--- src/rtl/sd_host_register_block_assert.svh ---
// Assertion macros for the SD host register block.
`ifndef SD_HOST_REGISTER_BLOCK_ASSERT_SVH
`define SD_HOST_REGISTER_BLOCK_ASSERT_SVH

// Implication checked on every clock outside reset.
`define SDH_ASSERT_IMPL(lbl, ante, cons, msg) \
  lbl: assert property (@(posedge clk) disable iff (!rst_n) (ante) |-> (cons)) \
    else $error(msg);

// Next-cycle implication checked outside reset.
`define SDH_ASSERT_NEXT(lbl, ante, cons, msg) \
  lbl: assert property (@(posedge clk) disable iff (!rst_n) (ante) |=> (cons)) \
    else $error(msg);

`endif

--- src/rtl/sdh_pkg.sv ---
`default_nettype none
package sdh_pkg;

  localparam logic [31:0] SR_RESET_VALUE = 32'h0000_C0E5;
  localparam logic [31:0] VERSION_VALUE  = 32'h0000_0300;
  localparam int unsigned BIT_CMDRDY  = 0;
  localparam int unsigned BIT_RXRDY   = 1;
  localparam int unsigned BIT_TXRDY   = 2;
  localparam int unsigned BIT_BLKE    = 3;
  localparam int unsigned BIT_NOTBUSY = 5;
  localparam int unsigned BIT_TRDIR   = 18;
  localparam int unsigned BIT_RTOE    = 20;
  localparam int unsigned BIT_SWRST   = 7;

  // Register word offsets
  localparam logic [8:0] OFS_CR      = 9'd0;
  localparam logic [8:0] OFS_MR      = 9'd1;
  localparam logic [8:0] OFS_DTOR    = 9'd2;
  localparam logic [8:0] OFS_SDCR    = 9'd3;
  localparam logic [8:0] OFS_ARGR    = 9'd4;
  localparam logic [8:0] OFS_CMDR    = 9'd5;
  localparam logic [8:0] OFS_BLKR    = 9'd6;
  localparam logic [8:0] OFS_CSTOR   = 9'd7;
  localparam logic [8:0] OFS_RSPR0   = 9'd8;
  localparam logic [8:0] OFS_RSPR1   = 9'd9;
  localparam logic [8:0] OFS_RSPR2   = 9'd10;
  localparam logic [8:0] OFS_RSPR3   = 9'd11;
  localparam logic [8:0] OFS_RDR     = 9'd12;
  localparam logic [8:0] OFS_TDR     = 9'd13;
  localparam logic [8:0] OFS_SR      = 9'd16;
  localparam logic [8:0] OFS_IER     = 9'd17;
  localparam logic [8:0] OFS_IDR     = 9'd18;
  localparam logic [8:0] OFS_IMR     = 9'd19;
  localparam logic [8:0] OFS_DMA     = 9'd20;
  localparam logic [8:0] OFS_CFG     = 9'd21;
  localparam logic [8:0] OFS_WPMR    = 9'd57;
  localparam logic [8:0] OFS_WPSR    = 9'd58;
  localparam logic [8:0] OFS_VERSION = 9'd63;

  typedef enum logic [4:0] {
    K_NONE  = 5'b00001,
    K_READ  = 5'b00010,
    K_WRITE = 5'b00100,
    K_CMD   = 5'b01000,
    K_DATA  = 5'b10000
  } kind_t;

  typedef struct packed {
    logic        op;
    logic [8:0]  word_offset;
    logic [31:0] write_data;
    logic [4:0]  card_resp_len;
    logic [63:0] card_resp_high;
    logic [63:0] card_resp_low;
    logic [31:0] card_read_word;
  } in_item_t;

  typedef struct packed {
    logic [31:0] read_data;
    logic        irq;
    logic        data_req;
    logic        card_cmd_valid;
    logic [5:0]  card_cmd_index;
    logic [31:0] card_cmd_arg;
    logic        card_read_taken;
    logic        card_write_valid;
    logic [31:0] card_write_word;
  } out_item_t;

  // Classified access handed from front to back
  typedef struct packed {
    kind_t       kind;
    logic [8:0]  ofs;   // FIFO window folded onto RDR/TDR
    logic [31:0] wdata;
    logic [4:0]  rlen;  // saturated to 16
    logic [63:0] hi;
    logic [63:0] lo;
    logic [31:0] cword;
  } op_t;

endpackage
`default_nettype wire

--- src/rtl/sdh_front.sv ---
`default_nettype none
module sdh_front (
  input  wire logic              clk,
  input  wire logic              rst_n,
  input  wire logic              in_valid,
  output logic                   in_stall,
  input  wire sdh_pkg::in_item_t in_data,
  output logic                   q_valid,
  input  wire logic              q_stall,
  output sdh_pkg::op_t           q_data
);
  `include "sd_host_register_block_assert.svh"

  // Two-entry queue
  sdh_pkg::op_t mem_r [2];
  logic         wp_r, wp_nxt, rp_r, rp_nxt;
  logic [1:0]   cnt_r, cnt_nxt;
  sdh_pkg::op_t cls;
  logic         push, pop;

  always_comb begin
    cls.ofs   = (in_data.word_offset[8:7] != 2'b00) ?
                (in_data.op ? sdh_pkg::OFS_TDR : sdh_pkg::OFS_RDR) : in_data.word_offset;
    cls.wdata = in_data.write_data;
    cls.rlen  = (in_data.card_resp_len > 5'd16) ? 5'd16 : in_data.card_resp_len;
    cls.hi    = in_data.card_resp_high;
    cls.lo    = in_data.card_resp_low;
    cls.cword = in_data.card_read_word;
    // only RDR reads and TDR writes move data; the other direction is unmapped
    if ((!in_data.op && cls.ofs == sdh_pkg::OFS_RDR) ||
        (in_data.op && cls.ofs == sdh_pkg::OFS_TDR)) begin
      cls.kind = sdh_pkg::K_DATA;
    end else if (in_data.op && cls.ofs == sdh_pkg::OFS_CMDR) begin
      cls.kind = sdh_pkg::K_CMD;
    end else if (in_data.op) begin
      cls.kind = sdh_pkg::K_WRITE;
    end else begin
      cls.kind = sdh_pkg::K_READ;
    end
  end

  assign in_stall = (cnt_r == 2'd2);
  assign push     = in_valid && !in_stall;
  assign q_valid  = (cnt_r != 2'd0);
  assign pop      = q_valid && !q_stall;
  assign q_data   = mem_r[rp_r];

  always_comb begin
    wp_nxt  = push ? ~wp_r : wp_r;
    rp_nxt  = pop ? ~rp_r : rp_r;
    cnt_nxt = cnt_r + {1'b0, push} - {1'b0, pop};
  end

  always_ff @(posedge clk) begin
    if (!rst_n) begin
      wp_r  <= 1'b0;
      rp_r  <= 1'b0;
      cnt_r <= 2'd0;
    end else begin
      wp_r  <= wp_nxt;
      rp_r  <= rp_nxt;
      cnt_r <= cnt_nxt;
    end
  end

  always_ff @(posedge clk) begin
    if (push) begin
      mem_r[wp_r] <= cls;
    end
  end

  `SDH_ASSERT_IMPL(a_cnt_range, 1'b1, cnt_r != 2'd3, "queue count overflow")
  `SDH_ASSERT_NEXT(a_push_only, push && !pop, cnt_r == $past(cnt_r) + 2'd1, "push lost")
  `SDH_ASSERT_IMPL(a_ptr_eq, cnt_r == 2'd0 || cnt_r == 2'd2, wp_r == rp_r, "pointer mismatch")
endmodule
`default_nettype wire

--- src/rtl/sdh_back.sv ---
`default_nettype none
module sdh_back (
  input  wire logic               clk,
  input  wire logic               rst_n,
  input  wire logic               q_valid,
  output logic                    q_stall,
  input  wire sdh_pkg::op_t       q_data,
  output logic                    out_valid,
  input  wire logic               out_stall,
  output sdh_pkg::out_item_t      out_data
);
  `include "sd_host_register_block_assert.svh"

  logic [31:0] mode_r, dtor_r, sel_r, arg_r, blk_r, cstor_r, dma_r, cfg_r, wpmr_r;
  logic [31:0] sr_r, imr_r;
  logic [31:0] rsp_r [4];
  logic [1:0]  rptr_r;
  logic [15:0] cblen_r;
  logic [31:0] left_r;
  logic        rdir_r;

  logic [31:0] mode_nxt, dtor_nxt, sel_nxt, arg_nxt, blk_nxt, cstor_nxt, dma_nxt;
  logic [31:0] cfg_nxt, wpmr_nxt, sr_nxt, imr_nxt;
  logic [31:0] rsp_nxt [4];
  logic [1:0]  rptr_nxt;
  logic [15:0] cblen_nxt;
  logic [31:0] left_nxt;
  logic        rdir_nxt;

  sdh_pkg::out_item_t res, out_r, out_nxt;
  logic        ov_r, ov_nxt, go;
  logic [15:0] blen, bcnt;
  logic [31:0] total;
  logic [1:0]  rtype;
  logic        dir_ok;

  assign q_stall   = ov_r && out_stall;
  assign go        = q_valid && !q_stall;
  assign out_valid = ov_r;
  assign out_data  = out_r;

  // 16x16 transfer length product
  assign blen  = (blk_r[31:16] == 16'd0) ? mode_r[31:16] : blk_r[31:16];
  assign bcnt  = (blk_r[15:0] == 16'd0) ? 16'd1 : blk_r[15:0];
  assign total = blen * bcnt;
  assign rtype = q_data.wdata[7:6];
  assign dir_ok = (left_r != 32'd0) &&
                  (q_data.ofs == sdh_pkg::OFS_RDR ? rdir_r : !rdir_r);

  always_comb begin
    mode_nxt = mode_r; dtor_nxt = dtor_r; sel_nxt = sel_r; arg_nxt = arg_r;
    blk_nxt = blk_r; cstor_nxt = cstor_r; dma_nxt = dma_r; cfg_nxt = cfg_r;
    wpmr_nxt = wpmr_r; sr_nxt = sr_r; imr_nxt = imr_r;
    for (int i = 0; i < 4; i++) rsp_nxt[i] = rsp_r[i];
    rptr_nxt = rptr_r; cblen_nxt = cblen_r; left_nxt = left_r; rdir_nxt = rdir_r;
    res = '0;
    case (q_data.kind)
      sdh_pkg::K_READ: begin
        case (q_data.ofs)
          sdh_pkg::OFS_MR:      res.read_data = mode_r;
          sdh_pkg::OFS_DTOR:    res.read_data = dtor_r;
          sdh_pkg::OFS_SDCR:    res.read_data = sel_r;
          sdh_pkg::OFS_ARGR:    res.read_data = arg_r;
          sdh_pkg::OFS_BLKR:    res.read_data = blk_r;
          sdh_pkg::OFS_CSTOR:   res.read_data = cstor_r;
          sdh_pkg::OFS_RSPR0: begin
            res.read_data = rsp_r[rptr_r];
            rptr_nxt = rptr_r + 2'd1;
          end
          sdh_pkg::OFS_RSPR1:   res.read_data = rsp_r[1];
          sdh_pkg::OFS_RSPR2:   res.read_data = rsp_r[2];
          sdh_pkg::OFS_RSPR3:   res.read_data = rsp_r[3];
          sdh_pkg::OFS_SR:      res.read_data = sr_r;
          sdh_pkg::OFS_IMR:     res.read_data = imr_r;
          sdh_pkg::OFS_DMA:     res.read_data = dma_r;
          sdh_pkg::OFS_CFG:     res.read_data = cfg_r;
          sdh_pkg::OFS_WPMR:    res.read_data = wpmr_r;
          sdh_pkg::OFS_VERSION: res.read_data = sdh_pkg::VERSION_VALUE;
          default:              res.read_data = 32'd0;
        endcase
      end
      sdh_pkg::K_WRITE: begin
        case (q_data.ofs)
          sdh_pkg::OFS_CR: begin
            if (q_data.wdata[sdh_pkg::BIT_SWRST]) begin
              dtor_nxt = '0; arg_nxt = '0; blk_nxt = '0; cstor_nxt = '0;
              dma_nxt = '0; cfg_nxt = '0; wpmr_nxt = '0;
              sr_nxt = sdh_pkg::SR_RESET_VALUE; imr_nxt = '0;
              for (int i = 0; i < 4; i++) rsp_nxt[i] = '0;
              rptr_nxt = '0; cblen_nxt = '0; left_nxt = '0; rdir_nxt = 1'b0;
            end
          end
          sdh_pkg::OFS_MR:    mode_nxt = q_data.wdata;
          sdh_pkg::OFS_DTOR:  dtor_nxt = q_data.wdata;
          sdh_pkg::OFS_SDCR:  sel_nxt = q_data.wdata;
          sdh_pkg::OFS_ARGR:  arg_nxt = q_data.wdata;
          sdh_pkg::OFS_BLKR:  blk_nxt = q_data.wdata;
          sdh_pkg::OFS_CSTOR: cstor_nxt = q_data.wdata;
          sdh_pkg::OFS_IER:   imr_nxt = imr_r | q_data.wdata;
          sdh_pkg::OFS_IDR:   imr_nxt = imr_r & ~q_data.wdata;
          sdh_pkg::OFS_DMA:   dma_nxt = q_data.wdata;
          sdh_pkg::OFS_CFG:   cfg_nxt = q_data.wdata;
          sdh_pkg::OFS_WPMR:  wpmr_nxt = q_data.wdata;
          default: ;
        endcase
      end
      sdh_pkg::K_CMD: begin
        res.card_cmd_valid = 1'b1;
        res.card_cmd_index = q_data.wdata[5:0];
        res.card_cmd_arg   = arg_r;
        sr_nxt[sdh_pkg::BIT_RTOE] = (rtype != 2'd0) && (q_data.rlen == 5'd0);
        rptr_nxt = '0;
        if (rtype == 2'd2 && q_data.rlen == 5'd16) begin
          rsp_nxt[0] = q_data.hi[63:32];
          rsp_nxt[1] = q_data.hi[31:0];
          rsp_nxt[2] = q_data.lo[63:32];
          rsp_nxt[3] = q_data.lo[31:0];
        end else begin
          rsp_nxt[0] = (q_data.rlen >= 5'd4) ? q_data.hi[63:32] : 32'd0;
          rsp_nxt[1] = '0; rsp_nxt[2] = '0; rsp_nxt[3] = '0;
        end
        sr_nxt[sdh_pkg::BIT_CMDRDY] = 1'b1;
        if (q_data.wdata[17:16] == 2'd1) begin
          cblen_nxt = blen;
          left_nxt  = total[31] ? 32'd0 : total;
          rdir_nxt  = q_data.wdata[sdh_pkg::BIT_TRDIR];
          sr_nxt[sdh_pkg::BIT_NOTBUSY] = 1'b0;
          sr_nxt[sdh_pkg::BIT_BLKE]    = 1'b0;
          if (q_data.wdata[sdh_pkg::BIT_TRDIR]) sr_nxt[sdh_pkg::BIT_RXRDY] = 1'b1;
          else sr_nxt[sdh_pkg::BIT_TXRDY] = 1'b1;
        end
      end
      sdh_pkg::K_DATA: begin
        if (dir_ok) begin
          if (q_data.ofs == sdh_pkg::OFS_RDR) begin
            res.read_data       = q_data.cword;
            res.card_read_taken = 1'b1;
          end else begin
            res.card_write_valid = 1'b1;
            res.card_write_word  = q_data.wdata;
          end
          if (left_r <= 32'd4) begin
            sr_nxt[sdh_pkg::BIT_RXRDY]   = 1'b0;
            sr_nxt[sdh_pkg::BIT_TXRDY]   = 1'b1;
            sr_nxt[sdh_pkg::BIT_BLKE]    = 1'b1;
            sr_nxt[sdh_pkg::BIT_NOTBUSY] = 1'b1;
            left_nxt = '0;
          end else begin
            left_nxt = left_r - 32'd4;
          end
        end
      end
      default: ;
    endcase
    res.irq = |(sr_nxt & imr_nxt);
    res.data_req = (left_nxt != 32'd0) &&
                   (sr_nxt[sdh_pkg::BIT_RXRDY] || sr_nxt[sdh_pkg::BIT_TXRDY]);
  end

  always_comb begin
    ov_nxt  = go ? 1'b1 : (out_stall ? ov_r : 1'b0);
    out_nxt = go ? res : out_r;
  end

  always_ff @(posedge clk) begin
    if (!rst_n) begin
      ov_r <= 1'b0;
      mode_r <= '0; dtor_r <= '0; sel_r <= '0; arg_r <= '0; blk_r <= '0;
      cstor_r <= '0; dma_r <= '0; cfg_r <= '0; wpmr_r <= '0;
      sr_r <= sdh_pkg::SR_RESET_VALUE; imr_r <= '0;
      for (int i = 0; i < 4; i++) rsp_r[i] <= '0;
      rptr_r <= '0; cblen_r <= '0; left_r <= '0; rdir_r <= 1'b0;
    end else begin
      ov_r <= ov_nxt;
      if (go) begin
        mode_r <= mode_nxt; dtor_r <= dtor_nxt; sel_r <= sel_nxt; arg_r <= arg_nxt;
        blk_r <= blk_nxt; cstor_r <= cstor_nxt; dma_r <= dma_nxt; cfg_r <= cfg_nxt;
        wpmr_r <= wpmr_nxt; sr_r <= sr_nxt; imr_r <= imr_nxt;
        for (int i = 0; i < 4; i++) rsp_r[i] <= rsp_nxt[i];
        rptr_r <= rptr_nxt; cblen_r <= cblen_nxt; left_r <= left_nxt; rdir_r <= rdir_nxt;
      end
    end
  end

  always_ff @(posedge clk) begin
    out_r <= out_nxt;
  end

  `SDH_ASSERT_IMPL(a_one_side, out_valid,
    !(out_data.card_read_taken && out_data.card_write_valid), "read and write same transfer")
  `SDH_ASSERT_IMPL(a_left_small, 1'b1, !left_r[31], "byte count out of range")
  `SDH_ASSERT_NEXT(a_hold, ov_r && out_stall, ov_r && $stable(out_r), "result dropped")
endmodule
`default_nettype wire

--- src/rtl/sd_host_register_block.sv ---
// SD/MMC host register block, programmed I/O.
// Path: an accepted access is registered in the front queue stage, then in the output register.
// Throughput: one bus access per cycle while the receiver does not stall; the front queue holds two.
// Reset: synchronous rst_n; registers clear, status word loads 0xC0E5.
`default_nettype none
module sd_host_register_block (
  input  wire logic                clk,
  input  wire logic                rst_n,
  input  wire logic                in_valid,
  output logic                     in_stall,
  input  wire sdh_pkg::in_item_t   in_data,
  output logic                     out_valid,
  input  wire logic                out_stall,
  output sdh_pkg::out_item_t       out_data
);
  logic         q_valid, q_stall;
  sdh_pkg::op_t q_data;

  sdh_front u_front (
    .clk, .rst_n, .in_valid, .in_stall, .in_data,
    .q_valid, .q_stall, .q_data
  );

  sdh_back u_back (
    .clk, .rst_n, .q_valid, .q_stall, .q_data,
    .out_valid, .out_stall, .out_data
  );
endmodule
`default_nettype wire

--- config.mk ---
export PLATFORM = sky130hd
export DESIGN_NAME = sd_host_register_block
export DESIGN_NICKNAME = d
export VERILOG_FILES = /design/src/rtl/sdh_pkg.sv /design/src/rtl/sdh_front.sv /design/src/rtl/sdh_back.sv /design/src/rtl/sd_host_register_block.sv
export VERILOG_INCLUDE_DIRS = /design/src /design/src/rtl
export SDC_FILE = /design/constraint.sdc
export NUM_CORES = 2
export LEC_CHECK = 0
export ABC_AREA = 1
export BUFFER_PORTS_ARGS = -buffer_cell sky130_fd_sc_hd__buf_2
export CAP_MARGIN = 20
export CORE_MARGIN = 3
export CORE_UTILIZATION = 45
export CTS_CLUSTER_DIAMETER = 30
export CTS_CLUSTER_SIZE = 16
export DETAILED_ROUTE_END_ITERATION = 12
export HOLD_SLACK_MARGIN = 0.06
export PLACE_DENSITY = 0.68
export REMOVE_ABC_BUFFERS = 1
export SYNTH_ARGS = -nofsm -noshare
export SYNTH_HDL_FRONTEND = slang
export SYNTH_SLANG_ARGS = --single-unit
export TNS_END_PERCENT = 100
--- constraint.sdc ---
create_clock -name clk -period 15.5 [get_ports clk]
set_clock_uncertainty 0.1 [all_clocks]
set_input_delay 1.55 -clock clk [delete_from_list [all_inputs] [get_ports clk]]
set_output_delay 1.55 -clock clk [all_outputs]
set_load 0.1 [all_outputs]
## After elaboration in Yosys (flattened, before gate mapping)

Memory sizes are Yosys's and may differ from the RTL's. A register that Yosys moved wholly into a read port is not among the register bits.
Cells that the tools add are included.

| word-level totals | value |
|---|---|
| bits in registers | 499 |
| memory bits (writable) | 550 |
| input bits | 211 |
| logic and storage cells | 217 |
| memories kept | 2 |

Memories:

| name | words | bits a word | read ports | clocked after Yosys merged registers in | write ports | RTL line | text |
|---|---|---|---|---|---|---|---|
| u_front.mem_r | 2 | 211 | 1 | 1 | 1 | sdh_front.sv:15 | `sdh_pkg::op_t mem_r [2];` |
| u_back.rsp_r | 4 | 32 | 4 | 1 | 4 | sdh_back.sv:16 | `logic [31:0] rsp_r [4];` |

| cells by class | value |
|---|---|
| add/sub/neg operators | 4 |
| $mul | 1 |
| order comparisons | 3 |
| equality and inequality tests | 39 |
| multiplexer cells | 80 |
| bitwise operators | 12 |
| reductions and logical operators | 49 |

Operators by type and width:

| kind | number |
|---|---|
| $mux W32 | 17 |
| $pmux W32 S16 | 1 |
| $pmux W32 S2 | 8 |
| $mux W128 | 3 |
| $pmux W128 S2 | 1 |
| $pmux W32 S3 | 2 |
| $and A32 B32 Y32 | 2 |
| $reduce_bool A32 Y1 | 2 |
| $eq A9 B4 Y1 const B | 7 |
| $eq A9 B5 Y1 const B | 6 |
| $mux W39 | 1 |
| $eq A9 B3 Y1 const B | 4 |
| $mux W33 | 1 |
| $le A32 B3 Y1 const B | 1 |
| $logic_not A16 Y1 | 2 |
| $mul A16 B16 Y32 | 1 |
| $mux W16 | 2 |
| $not A32 Y32 | 1 |
| $or A32 B32 Y32 | 1 |
| $reduce_and A4 Y1 | 8 |
| $reduce_or A32 Y1 | 1 |
| $sub A32 B3 Y32 const B | 1 |
| $mux W31 | 1 |
| $mux W1 | 22 |
| other kinds (40) | 92 |

## Depth between registers and ports, before layout

| logic depth | value |
|---|---|
| word-level depth | 8 |
| gate-level depth with buffers | 41 |

## Hierarchy

From an unflattened synthesis, not the netlist that was laid out.

| second synthesis, totals | value |
|---|---|
| cell total of the unflattened synthesis | 6025 |
| area, all modules | 54843.8 µm² |

By module, submodules not included:

| module | times used | cells each | area each (µm²) | sequential area each (µm²) |
|---|---|---|---|---|
| sdh_back | 1 | 5290 | 39138.8 | 14864.3 |
| sdh_front | 1 | 735 | 15705.1 | 12712.2 |

## Least setup slack after synthesis

OpenSTA, ideal clock, no wires.

| timing path | value |
|---|---|
| path kind | input-to-reg |
| start | in in_valid |
| end | mem u_front.mem_r[1][0] (netlist bit) (enable) |
| arrival time | 10416 ps |
| required time | 14614 ps |
| path slack | 4198 ps |
| stages on the path | 2 |
| buffers on the path | 0 |
| path through | o21ai_0 -> nor2_1 |

| between the ends | value |
|---|---|
| longest elaborated chain between the ends | 3 |

RTL lines:

| item | RTL line | text |
|---|---|---|
| start: declaration | sd_host_register_block.sv:9 | `input wire logic in_valid,` |
| $logic_and A1 B1 Y1 | sdh_front.sv:43 | `assign push = in_valid && !in_stall;` |
| $mux W1 | sdh_front.sv:67 | `if (push) begin` |
| $mux W1 (not written as such) | sdh_front.sv:68 | `mem_r[wp_r] <= cls;` |
| end: declaration | sdh_front.sv:15 |  |

Every way passes these cells.

==> results.yml <==
clocking:
  ctsHtreeMaxLevel: 4
  clk-insertion-delay-late_ns: 0.85
  ctsLongestPathBuffers: 3
  cts-root-buf: "sky130_fd_sc_hd__clkbuf_16"
  cts.repair.resized: 0
  cts_hold_buffers: 0
  tritoncts.num_buffers: 214
  clock_sink_count: 1050
  cts_tree: "yes"
  post-cts-setup-buffers: 0
  clk_transition_reported_paths_ns: 0.06
setup_path:
  criticalPathCategory: "reg -> reg"
  slowest_delay_ns: 0.83
  register_to_register_setup_slack_ns: 6.17
  setup.worst_path.end_class: "flip-flop"
  category_of_the_worst_setup_path_launch_point: "flip-flop"
  worstPathMaxFanout: 23
  r2r_end: "u_back.out_data[73]$_DFFE_PP_"
  critPathLaunch: "u_back.blk_r[26]$_SDFFE_PN0P_"
  worstPathRequired_ns: 15.95
  ff2ff_path_depth: 33
  cell_repeated_most_along_the_worst_path: "sky130_fd_sc_hd__nand2_1"
  crit_slowest_cell: "sky130_fd_sc_hd__a21oi_1"
  worst_r2r_startpoint: "u_back.blk_r[26]$_SDFFE_PN0P_"
  critical_path_arrival_ns: 9.78
  critical_path.endpoint: "u_back.out_data[73]$_DFFE_PP_"
pwr:
  power-per-cell-area_mw_per_mm2: 175
  power_leakage_nw: 26.3
  max-vdd-ir-drop_v: 0.000200
  totalPowerFinal_w: 0.0113
detailed_routing:
  detailedRoute.firstPassIterationCount: 6
  drcViolationCount: 0
  wl_per_cell_um: 23.4
  initialDrtViolationCount: 5931
  wirelength_um: 193000
  dr_total_vias: 46900
  postRouteAntennaNets: 0
  viasPerCell: 5.68
placed_design:
  portbufs: 319
  globalplace.congestion: 0.982
  pre_cts_slack_ns: 6.36
  dp_hpwl_um: 127000
global_routing:
  grt_pass1_vias: 45000
  grt_pass1_wl_um: 284000
  antenna_found_initial: 8
  grt_max_degree: 134
  globalRoute.totalOverflow: 0
  gr-usage-all-layers_pct: 30.2
run_status:
  outcome: "finished clean"
die:
  die_height_um: 352
  core_area_mm2: 0.119
  die_x_um: 352
  placementRows: 126
  io-pin-count: 320
  dieArea_mm2: 0.124
  start_util_pct: 45.5
timing:
  layout_setup_ws_ns: 6.17
  fmax_ghz: 0.107
  report.final.setup_viol: 0
  drv_slew: 0
  post-route-period-util_pct: 60.2
  rsz0062_at_grt: "no"
  worstMarginPinSlew_ns: 1.25
  whs_ns: 0.354
  final_period_demand_of_the_worst_path_ns: 9.33
  slew-limit-headroom_pct: 16.2
  final_hold_violations: 0
  setup-tns-final_ns: 0
layout:
  fillerInstances: 10500
  layout.cells.most_common: "sky130_fd_sc_hd__nand2_1"
  multi_input_area_mm2: 0.0224
  fin_nets: 6972
  flow.area_growth_from_synthesis_pct: 19.9
  fraction_of_final_layout_cells_with_drive_strength_greater_than_1_pct: 13.1
  regArea_mm2: 0.0276
  layout_common_cells: "sky130_fd_sc_hd__nand2_1 (1599), sky130_fd_sc_hd__inv_1 (745), sky130_fd_sc_hd__edfxtp_1 (655), sky130_fd_sc_hd__a21oi_1 (564), sky130_fd_sc_hd__nor2_1 (552)"
synthesis:
  top_flip_flop_cell_by_instance_count_after_synthesis: "sky130_fd_sc_hd__edfxtp_1"
  ys_seq_area_share_pct: 51.1
  async_flop_share_pct: 0
  synth.distinct_cells: 56
  syn-mean-instance-area_um2: 8.75
  postSynthCellCount: 6168
  synth_area_mm2: 0.0539
  synth_enable_flop_cells: 655
  yosysWarningCount: 0
  synth.ff_latch_count: 1050
min_path:
  min-delay-path-class: "reg -> reg"
job:
  max-cap-violations: 0
==> cells in the mapped netlist, types with 7 or more instances <==
cell | number | area, um^2
sky130_fd_sc_hd__buf_1 | 26 | 97.6
sky130_fd_sc_hd__fa_1 | 194 | 3880
sky130_fd_sc_hd__a2111oi_0 | 8 | 70.1
sky130_fd_sc_hd__or2_2 | 33 | 206
sky130_fd_sc_hd__edfxtp_1 | 655 | 19700
sky130_fd_sc_hd__nand3_1 | 243 | 1220
sky130_fd_sc_hd__nand4_1 | 44 | 275
sky130_fd_sc_hd__a221oi_1 | 22 | 193
sky130_fd_sc_hd__o211ai_1 | 32 | 240
sky130_fd_sc_hd__a21oi_1 | 564 | 2820
sky130_fd_sc_hd__o31ai_1 | 20 | 150
sky130_fd_sc_hd__ha_1 | 109 | 1360
sky130_fd_sc_hd__nor3_1 | 20 | 100
sky130_fd_sc_hd__inv_1 | 750 | 2820
sky130_fd_sc_hd__o21ai_1 | 24 | 120
sky130_fd_sc_hd__xor2_1 | 19 | 166
sky130_fd_sc_hd__o41ai_1 | 17 | 149
sky130_fd_sc_hd__nor2_1 | 561 | 2110
sky130_fd_sc_hd__buf_2 | 36 | 180
sky130_fd_sc_hd__nand2_1 | 1605 | 6020
sky130_fd_sc_hd__nand3b_1 | 8 | 60.1
sky130_fd_sc_hd__o221ai_1 | 19 | 166
sky130_fd_sc_hd__dfxtp_1 | 395 | 7910
sky130_fd_sc_hd__o21ai_0 | 326 | 1630
sky130_fd_sc_hd__a211oi_1 | 7 | 52.6
sky130_fd_sc_hd__o21bai_1 | 7 | 52.6
sky130_fd_sc_hd__o2111ai_1 | 37 | 324
sky130_fd_sc_hd__o22ai_1 | 43 | 269
sky130_fd_sc_hd__inv_2 | 20 | 75.1
sky130_fd_sc_hd__clkbuf_1 | 245 | 920
sky130_fd_sc_hd__nand2_2 | 9 | 56.3
==> cells by family (layout without fill, tap and decap cells) <==
logic type               Yosys count  after routing  synth area share, %
multiplexers                       1              1               0.0186
AND/OR/NAND/NOR                 2548           2548                 19.0
AO/OA/AOI/OAI                   1154           1154                 12.0
buffers and inverters           1089           1567                 7.74
flip-flops                      1050           1050                 51.1
adder cells (fa/ha/maj)          303            303                 9.73
XOR/XNOR                          22             22                0.357
other                              1              6              0.00695
==> worst min-delay path by stage <==
stage	startpoint	endpoint	slack (ns)	cells past startpoint
floorplan	u_back.sr_r[7]$_SDFFE_PN1P_	u_back.sr_r[7]$_SDFFE_PN1P_	0.32	2
global placement	u_front.rp_r$_SDFFE_PN0P_	flip-flop	0.32	1
detailed placement	u_back.sr_r[18]$_SDFFE_PN0P_	u_back.sr_r[18]$_SDFFE_PN0P_	0.34	2
CTS	u_back.sr_r[18]$_SDFFE_PN0P_	u_back.sr_r[18]$_SDFFE_PN0P_	0.35	2
global route	u_back.wpmr_r[13]$_SDFFE_PN0P_	u_back.wpmr_r[13]$_SDFFE_PN0P_	0.37	2
finish	u_back.sr_r[25]$_SDFFE_PN0P_	u_back.sr_r[25]$_SDFFE_PN0P_	0.35	2
==> sequential cells by signal, summed over array words and instances (netlist names), named ones only <==
| register | cells |
|---|---|
| u_back.out_valid | 1 |
| u_front.mem_r | 420 |
| u_back.mode_r | 32 |
| u_back.rdir_r | 1 |
| u_back.left_r | 32 |
| u_back.sel_r | 32 |
| u_front.wp_r | 1 |
| u_back.cfg_r | 32 |
| u_back.out_data | 107 |
| u_back.imr_r | 32 |
| u_back.dtor_r | 32 |
| u_back.rsp_r | 128 |
| u_back.arg_r | 32 |
| u_back.blk_r | 32 |
| u_back.rptr_r | 2 |
| u_back.wpmr_r | 32 |
| u_back.cstor_r | 32 |
| u_back.dma_r | 32 |
| u_front.cnt_r | 2 |
| u_back.sr_r | 32 |
| u_front.rp_r | 1 |
==> per-stage QoR <==
step                area (um^2)  cells  util, %
floorplan                 52700   5857        -
global placement          57000   7841     48.1
detailed placement        57000   7841     48.1
CTS                       64600   8248     54.5
global route              64700   8249     54.5
finish                    64700   8251     54.5
==> critical path, delay by kind of cell, from the launching register on <==
kind	cells	cell delay [ns]
fa+ha+maj	7	3.30
simple gates	18	3.25
buf+inv	6	1.10
compound gates	2	0.93
flops	1	0.34
==> cell type report <==
cell class                      count  area share, %
Antenna cell                        2        0.00774
Clock buffer                      247           8.65
Clock inverter                    160           3.14
Inverter                          775           4.53
Multi-Input combinational cell   4032           34.6
Sequential cell                  1050           42.7
Tap cell                         1600           3.10
Timing Repair Buffer              385           3.31
==> power breakdown <==
group / internal [W] / switching [W] / leakage (nW)
combinational: 0.000511 / 0.00237 / 13.2
sequential: 0.00345 / 0.000211 / 9.50
clock: 0.00310 / 0.00166 / 3.64
==> metal layers <==
layer	vias up	track usage (%)	wire (um)	part of all wire [%]
li1	21000	-	-	-
met4	6	15.2	10400	5.4
met5	-	0	28	0.015
met3	611	7.74	21700	11
met1	22400	38.9	73600	38
met2	2968	47.4	87100	45
Power figures use the tool's default switching activity.
